$ cat config.mk
export PLATFORM = sky130hd
export DESIGN_NAME = plis_sqrt
export DESIGN_NICKNAME = d
export VERILOG_FILES = /design/src/rtl/plis_pkg.sv /design/src/rtl/plis_sqrt.sv
export SDC_FILE = /design/constraint.sdc
export NUM_CORES = 1
export LEC_CHECK = 0
export BUFFER_PORTS_ARGS = -buffer_cell sky130_fd_sc_hd__buf_2
export CORE_ASPECT_RATIO = 0.75
export CORE_MARGIN = 3
export CORE_UTILIZATION = 35
export CTS_CLUSTER_SIZE = 28
export DETAILED_ROUTE_END_ITERATION = 10
export SKIP_LAST_GASP = 1
export SLEW_MARGIN = 20
export SYNTH_ARGS = -nofsm -noshare
export SYNTH_HDL_FRONTEND = slang
export SYNTH_SLANG_ARGS = --single-unit
$ cat constraint.sdc
create_clock -name clk -period 8.1 [get_ports clk]
set_input_delay 0.405 -clock clk [delete_from_list [all_inputs] [get_ports clk]]
set_output_delay 0.405 -clock clk [all_outputs]
set_load 0.03 [all_outputs]
$ cat src/rtl/plis_pkg.sv
`timescale 1ns / 1ps

package plis_pkg;

  localparam int COORD_FRAC_BITS = 8;

  localparam int COORD_W  = 16;
  localparam int DIFF_W   = COORD_W + 1;
  localparam int SQ_W     = 2 * DIFF_W;
  localparam int D2_W     = SQ_W;
  localparam int AXP_W    = COORD_W + DIFF_W;
  localparam int DOT_W    = AXP_W + 2;
  localparam int SQ_OUT_W = D2_W / 2;
  localparam int SQ_REM_W = SQ_OUT_W + 1;

  localparam int DIV_QW = 21;
  localparam int DIV_NW = 36 + 2 * COORD_FRAC_BITS;
  localparam int DIV_DW = D2_W + 17;

  localparam int PT_PROD_W = 16 + D2_W;
  localparam int PT_DLY    = SQ_OUT_W + DIV_QW + 1;

  localparam int COS_W      = 16;
  localparam int COS_MAG_W  = COS_W + 1;
  localparam int CLAMP_SHIFT = 16;
  localparam int SP_PROD_W  = 32;
  localparam int TOT_W      = 26;
  localparam int OUT_W      = 24;

  localparam logic [DIV_DW-1:0] PT_DEN_ONE = DIV_DW'(1) << (16 + 2 * COORD_FRAC_BITS);
  localparam logic [D2_W:0] SP_DEN_ONE = (D2_W + 1)'(1) << (2 * COORD_FRAC_BITS);

  localparam logic [DIV_QW-1:0] COS_LIMIT_Q = DIV_QW'(32768);
  localparam logic [COS_MAG_W-1:0] COS_MAG_MAX = COS_MAG_W'(32768);
  localparam logic [COS_MAG_W-1:0] COS_POS_MAX = COS_MAG_W'(32767);

  localparam logic signed [TOT_W-1:0] OUT_MAX = TOT_W'(8388607);
  localparam logic signed [TOT_W-1:0] OUT_MIN = -TOT_W'(8388608);

  localparam int CFG_IDX_W  = 3;
  localparam int CFG_DATA_W = 48;
  localparam logic signed [15:0] CONE_COS_RESET = 16'sd16384;

  typedef enum logic [CFG_IDX_W-1:0] {
    REG_DIR_LEVEL  = 3'd0,
    REG_PT_POS     = 3'd1,
    REG_PT_PEAK    = 3'd2,
    REG_PT_FALLOFF = 3'd3,
    REG_SP_POS     = 3'd4,
    REG_SP_AXIS    = 3'd5,
    REG_SP_CONE    = 3'd6,
    REG_SP_PEAK    = 3'd7
  } cfg_reg_t;

  typedef struct packed {
    logic signed [COORD_W-1:0] point_x;
    logic signed [COORD_W-1:0] point_y;
    logic signed [COORD_W-1:0] point_z;
  } in_beat_t;

  typedef struct packed {
    logic signed [OUT_W-1:0] total_light;
    logic                    saturated;
  } out_beat_t;

  typedef struct packed {
    logic [CFG_DATA_W-1:0] pt_pos;
    logic [CFG_DATA_W-1:0] sp_pos;
    logic [CFG_DATA_W-1:0] sp_axis;
  } light_geom_t;

  function automatic logic signed [COORD_W-1:0] half(input logic [CFG_DATA_W-1:0] v,
                                                     input int k);
    return $signed(v[COORD_W*k +: COORD_W]);
  endfunction

endpackage

$ cat src/rtl/plis_sqrt.sv
`timescale 1ns / 1ps

module plis_sqrt
  import plis_pkg::*;
(
  input  logic                clk,
  input  logic                rst_n,
  input  logic                en,
  input  logic                in_vld,
  input  logic [D2_W-1:0]     in_val,
  output logic                out_vld,
  output logic [SQ_OUT_W-1:0] out_root
);

  logic [SQ_REM_W-1:0] r_r [SQ_OUT_W];
  logic [SQ_OUT_W-1:0] q_r [SQ_OUT_W];
  logic [D2_W-1:0]     n_r [SQ_OUT_W];
  logic [SQ_OUT_W-1:0] vld_r;

  for (genvar i = 0; i < SQ_OUT_W; i++) begin : g_step
    logic [SQ_REM_W-1:0] r_in;
    logic [SQ_OUT_W-1:0] q_in;
    logic [D2_W-1:0]     n_in;
    logic                v_in;
    logic [SQ_REM_W+1:0] t;
    logic [SQ_REM_W+1:0] trial;

    if (i == 0) begin : g_first
      assign r_in = '0;
      assign q_in = '0;
      assign n_in = in_val;
      assign v_in = in_vld;
    end else begin : g_next
      assign r_in = r_r[i-1];
      assign q_in = q_r[i-1];
      assign n_in = n_r[i-1];
      assign v_in = vld_r[i-1];
    end

    assign t     = {r_in, n_in[D2_W-1 -: 2]};
    assign trial = (SQ_REM_W + 2)'({q_in, 2'b01});

    always_ff @(posedge clk) begin
      if (!rst_n) begin
        vld_r[i] <= 1'b0;
      end else if (en) begin
        vld_r[i] <= v_in;
      end
    end

    always_ff @(posedge clk) begin
      if (en) begin
        n_r[i] <= n_in << 2;
        if (t >= trial) begin
          r_r[i] <= SQ_REM_W'(t - trial);
          q_r[i] <= {q_in[SQ_OUT_W-2:0], 1'b1};
        end else begin
          r_r[i] <= SQ_REM_W'(t);
          q_r[i] <= {q_in[SQ_OUT_W-2:0], 1'b0};
        end
      end
    end
  end

  assign out_vld  = vld_r[SQ_OUT_W-1];
  assign out_root = q_r[SQ_OUT_W-1];

endmodule

==> results by stage <==
Clocking:
- Clock tree synthesis inserted a total of 74 buffers.
- The clock passes through at most 3 buffers.
- After clock tree synthesis, the clock-pin slew on the worst setup and hold paths is around 0.06 ns.
- The total clock sinks is 710.
- The count of H-tree levels built during CTS is 3.
- The latest clock arrival within the worst-skew pair is a little over 0.6 ns.
- TritonCTS built the clock tree.
- The master cell of the clock root buffer is sky130_fd_sc_hd__clkbuf_16.
- Buffers inserted to repair hold after CTS numbered 32.
- The number of buffers added for setup after CTS is 0.
- The number of gates given a new drive strength after cts is 0.

Die:
- The die is roughly 360 µm wide.
- The die span in y is around 270 µm.
- The placement row count is 96.
- For this design the top-level I/O count stands at 56.
- For this configuration, the core starts out at a cell density of around 36%.
- The floorplan step defined a die boundary enclosing approximately 100000 µm².
- After floorplanning, the core was sized to cover around 90000 µm².

Power:
- The largest vdd supply drop is about 0.00017 V.
- The standby leakage power is 14.0 nW.
- The share of total power in the clock network is between 30% and 40%.
- For this design the total switching power over the nets is between 2 and 2.5 mW.
- Sequential cells burn between 50% and 60% of the power.
- Power spread over the standard cell area amounts to roughly 250 nW/µm².
- The proportion of total power due to net switching is between 20% and 30%.
- Of the total power, combinational logic draws approximately 14%.
- The internal cell power is ~7.1 mW.

Worst setup path:
- The reg-to-reg critical path endpoint is r_r[7][7]$_DFFE_PP_.
- Traced cell by cell, the critical path runs through ha_1, nor2b_1, o21ai_1, a21oi_1, a2111oi_1, o211a_1, and2b_1, mux2_2.
- On the worst path, the slowest cell contributes a delay of between 0.6 and 0.7 ns.
- Across all register-to-register paths, the minimum setup slack is 4.62 ns.
- The element type at the critical path start is a flop.
- The cell with the largest stage delay on the worst path is sky130_fd_sc_hd__a2111oi_1.
- The startpoint of the most critical register-to-register path is r_r[6][0]$_DFFE_PP_.
- The capturing element of the worst setup path is r_r[7][7]$_DFFE_PP_.
- The most critical setup path has its startpoint at r_r[6][0]$_DFFE_PP_.
- The worst path required time is ~8.5 ns.
- The maximum fanout along the worst path is 12.
- By startpoint and endpoint, the worst setup path is classified as reg2reg.
- The number of cells on the worst reg-to-reg path is 8.
- The endpoint class of the critical path is a flop.
- The data arrival time of the critical path is between 3 and 4 ns.

Route:
- The final routed DRC violation total is 0.
- The detailed-route wire length per cell is between 15 and 20 µm.
- The overall via count from detail_route is approximately 19000.
- Dividing the detail-routed via count by the number of cells gives slightly below 5.
- The first routing iteration left 1567 violations.
- The total wire length after detailed routing is 59.7 mm.
- The first TritonRoute pass finished after 5 iterations.
- The detail route stage leaves a number of antenna-violating nets equal to 0.

Layout:
- The number of standard cells in the final layout excluding fillers is between 3000 and 4000.
- Of the cells placed in the final design, the portion with a size suffix greater than 1 is 8.77%.
- From synthesis to final layout, the design area changed by 13.7%.
- The number of antenna cells inserted is 0.
- The final core utilization is roughly 40%.
- For this run, the post-layout net count is roughly 2800.
- The number of filler cells placed in the layout is between 8000 and 9000.

STA:
- The final hold violation count came to 0.
- The final cycle utilization of the critical path is a little over two fifths.
- The final sum of negative setup slack is 0 ns.
- The fmax is around 0.29 GHz.
- Headroom to the max-slew limit came out at between 20% and 30%.
- The number of max-slew violations in the final report is 0.
- The worst hold slack is 0.0546 ns.
- For the pin with the worst max-slew slack, the measured transition is between 1 and 1.5 ns.
- The setup clock skew after layout is ~0.022 ns.
- Setup violations remaining at the end of the flow were counted as 0.
- The minimum period implied by the final worst setup slack is about 3.5 ns.
- Setup repair after global routing left no endpoint under its margin.

Synth:
- The dominant cell type by area after synthesis is sky130_fd_sc_hd__edfxtp_1.
- Yosys attributes the largest share of cell area to sky130_fd_sc_hd__edfxtp_1, sky130_fd_sc_hd__ha_1, sky130_fd_sc_hd__xnor2_1.
- The area fraction of the dominant cell type after synthesis is 63.5%.
- After Yosys synthesis, XOR and XNOR cells account for 5.41% of the synthesized area.
- The fraction of the mapped netlist area in compound gates is 8.62%.
- After synthesis, the largest family of logic cells by area is simple AND/OR/NAND/NOR gates.
- After synthesis, the mean cell area works out to 13.2 µm².
- The post-synthesis cell area is between 30000 and 40000 µm².
- The mux cell area share after synthesis is 1.66%.
- The primary flip-flop cell chosen by synthesis mapping is sky130_fd_sc_hd__edfxtp_1.
- The commonest cells after synthesis are sky130_fd_sc_hd__edfxtp_1, sky130_fd_sc_hd__inv_1, sky130_fd_sc_hd__ha_1.
- When the netlist entered floorplanning its net count stood at 2695.
- The adder-cell share of the synthesized area is 6.58%.
- After synthesis, flip-flops and latches occupy around 65% of the total area.
- In the synthesized netlist, the number of instances is about 2500.
- The most frequently used cell type in the post-synthesis netlist is sky130_fd_sc_hd__edfxtp_1.
- The fraction of the mapped netlist area in simple logic gates is 10.0%.
- The number of distinct library cell variants in the gate-level netlist after synthesis is 82.
- Counting flops with a built-in enable in the synthesized netlist gives just under 700.
- Counting flops and latches in the post-synthesis netlist gives just over 700.
- Of all flip-flops after synthesis, the portion carrying an async set or reset was 0%.
- For this run, the number of Yosys warnings is 0.

Run status:
- The flow ran to the end, and the final reports show no timing, DRC or antenna violations.

Job:
- Across the run, the number of max-cap violations was 0.

Global routing:
- The number of antenna violations at the first check in global routing is 0.
- Global routing used around an eighth of the available tracks across all layers.
- The maximum number of pins on one net before global-route repair is between 100 and 150.
- The first global-routing pass estimated between 90 and 100 mm of wire.
- The number of global-route vias before repair came to 18709.
- The final global-route overflow total is 0.

Worst hold path:
- In this run the most critical hold path is launched from in_vld.
- The classification of the worst-slack hold path is in2reg.

Place:
- The weighted congestion reported at the end of routability-driven placement is slightly below 0.9.
- Summed over all nets, the half-perimeter wirelength after detailed placement is between 40 and 50 mm.
- Buffers placed on the I/O ports in this run total 55.
- The number of placed instances, taps included, is about 3700.
cells in the final DEF, fill, tap and decap left out, types with 43 or more instances in the layout:
cell type / instances
sky130_fd_sc_hd__nand2_1: 147
sky130_fd_sc_hd__clkbuf_16: 74
sky130_fd_sc_hd__o21ai_0: 129
sky130_fd_sc_hd__buf_2: 54
sky130_fd_sc_hd__nor3_1: 69
sky130_fd_sc_hd__a21oi_1: 150
sky130_fd_sc_hd__edfxtp_1: 692
sky130_fd_sc_hd__ha_1: 172
sky130_fd_sc_hd__inv_1: 206
sky130_fd_sc_hd__nor2_1: 126
sky130_fd_sc_hd__xnor2_1: 112
sky130_fd_sc_hd__nor2b_1: 43
sky130_fd_sc_hd__xor2_1: 90
power by group through the flow:
stage | registers (mW) | logic, mW | clock network (mW)
2_1_floorplan | 4.73 | 0.998 | 0
3_3_place_gp | 4.81 | 1.27 | 0
3_5_place_dp | 4.81 | 1.30 | 0
4_1_cts | 4.74 | 1.33 | 3.51
5_1_grt | 4.77 | 1.50 | 3.66
6_report | 4.73 | 1.33 | 3.40
routing by layer:
metal	GRT usage, %	part of all wire, %
met1	18.4	51
met2	17.7	42
met3	2.01	5.0
met4	3.65	2.3
met5	0	0
logic make-up (layout without fill, tap and decap cells):
group | count (synthesis) | count (layout)
muxes | 51 | 51
buffers and inverters | 261 | 443
DFF | 710 | 710
xor gates and xnor gates | 202 | 202
adders and majority gates | 172 | 172
AOI/OAI and AO/OA | 459 | 459
and+or+nand+nor | 630 | 630
worst max-delay path, delay by kind of cell, from the launching register on:
kind | cells | cell delay (ns)
AO/OA/AOI/OAI | 4 | 1.33
flip-flops | 1 | 0.44
multiplexers | 1 | 0.40
AND/OR/NAND/NOR | 2 | 0.65
adder cells (fa/ha/maj) | 1 | 0.38
state kept, by name, indices dropped and copies added (netlist names):
name and flops:
g_step.v_in 16, out_vld 1, r_r 268, n_r 272, q_r 153
stage by stage:
stage	setup WS, ns	cell area (µm²)	total power [mW]
final	4.62	37200	9.46
after global routing	4.46	37200	9.94
after CTS	4.68	37200	9.57
after detailed placement	4.32	34400	6.12
after global placement	4.40	34400	6.07
after floorplan	5.37	32700	5.73
worst min path at each step:
stage          cells past startpoint                          end  slack [ns]
6_report                           3  g_step[1].v_in$_SDFFE_PN0P_        0.05
5_1_grt                            3  g_step[1].v_in$_SDFFE_PN0P_        0.06
4_1_cts                            3  g_step[1].v_in$_SDFFE_PN0P_       0.007
3_5_place_dp                       0        n_r[0][148]$_DFFE_PP_        0.40
3_3_place_gp                       0        n_r[0][341]$_DFFE_PP_        0.40
2_1_floorplan                      0        n_r[0][102]$_DFFE_PP_        0.40
area by class of cell:
class / count / area [µm²] / share of cell area, %
clock inverters: 41 / 483 / 1.30
repair buffers: 100 / 741 / 1.99
flip-flops and latches: 710 / 21100 / 56.8
well taps: 1225 / 1530 / 4.12
clock buffers: 94 / 1950 / 5.23
inverters: 208 / 781 / 2.10
multi-input cells: 1514 / 10600 / 28.4
Note: power is estimated with default switching activity, not from simulation.
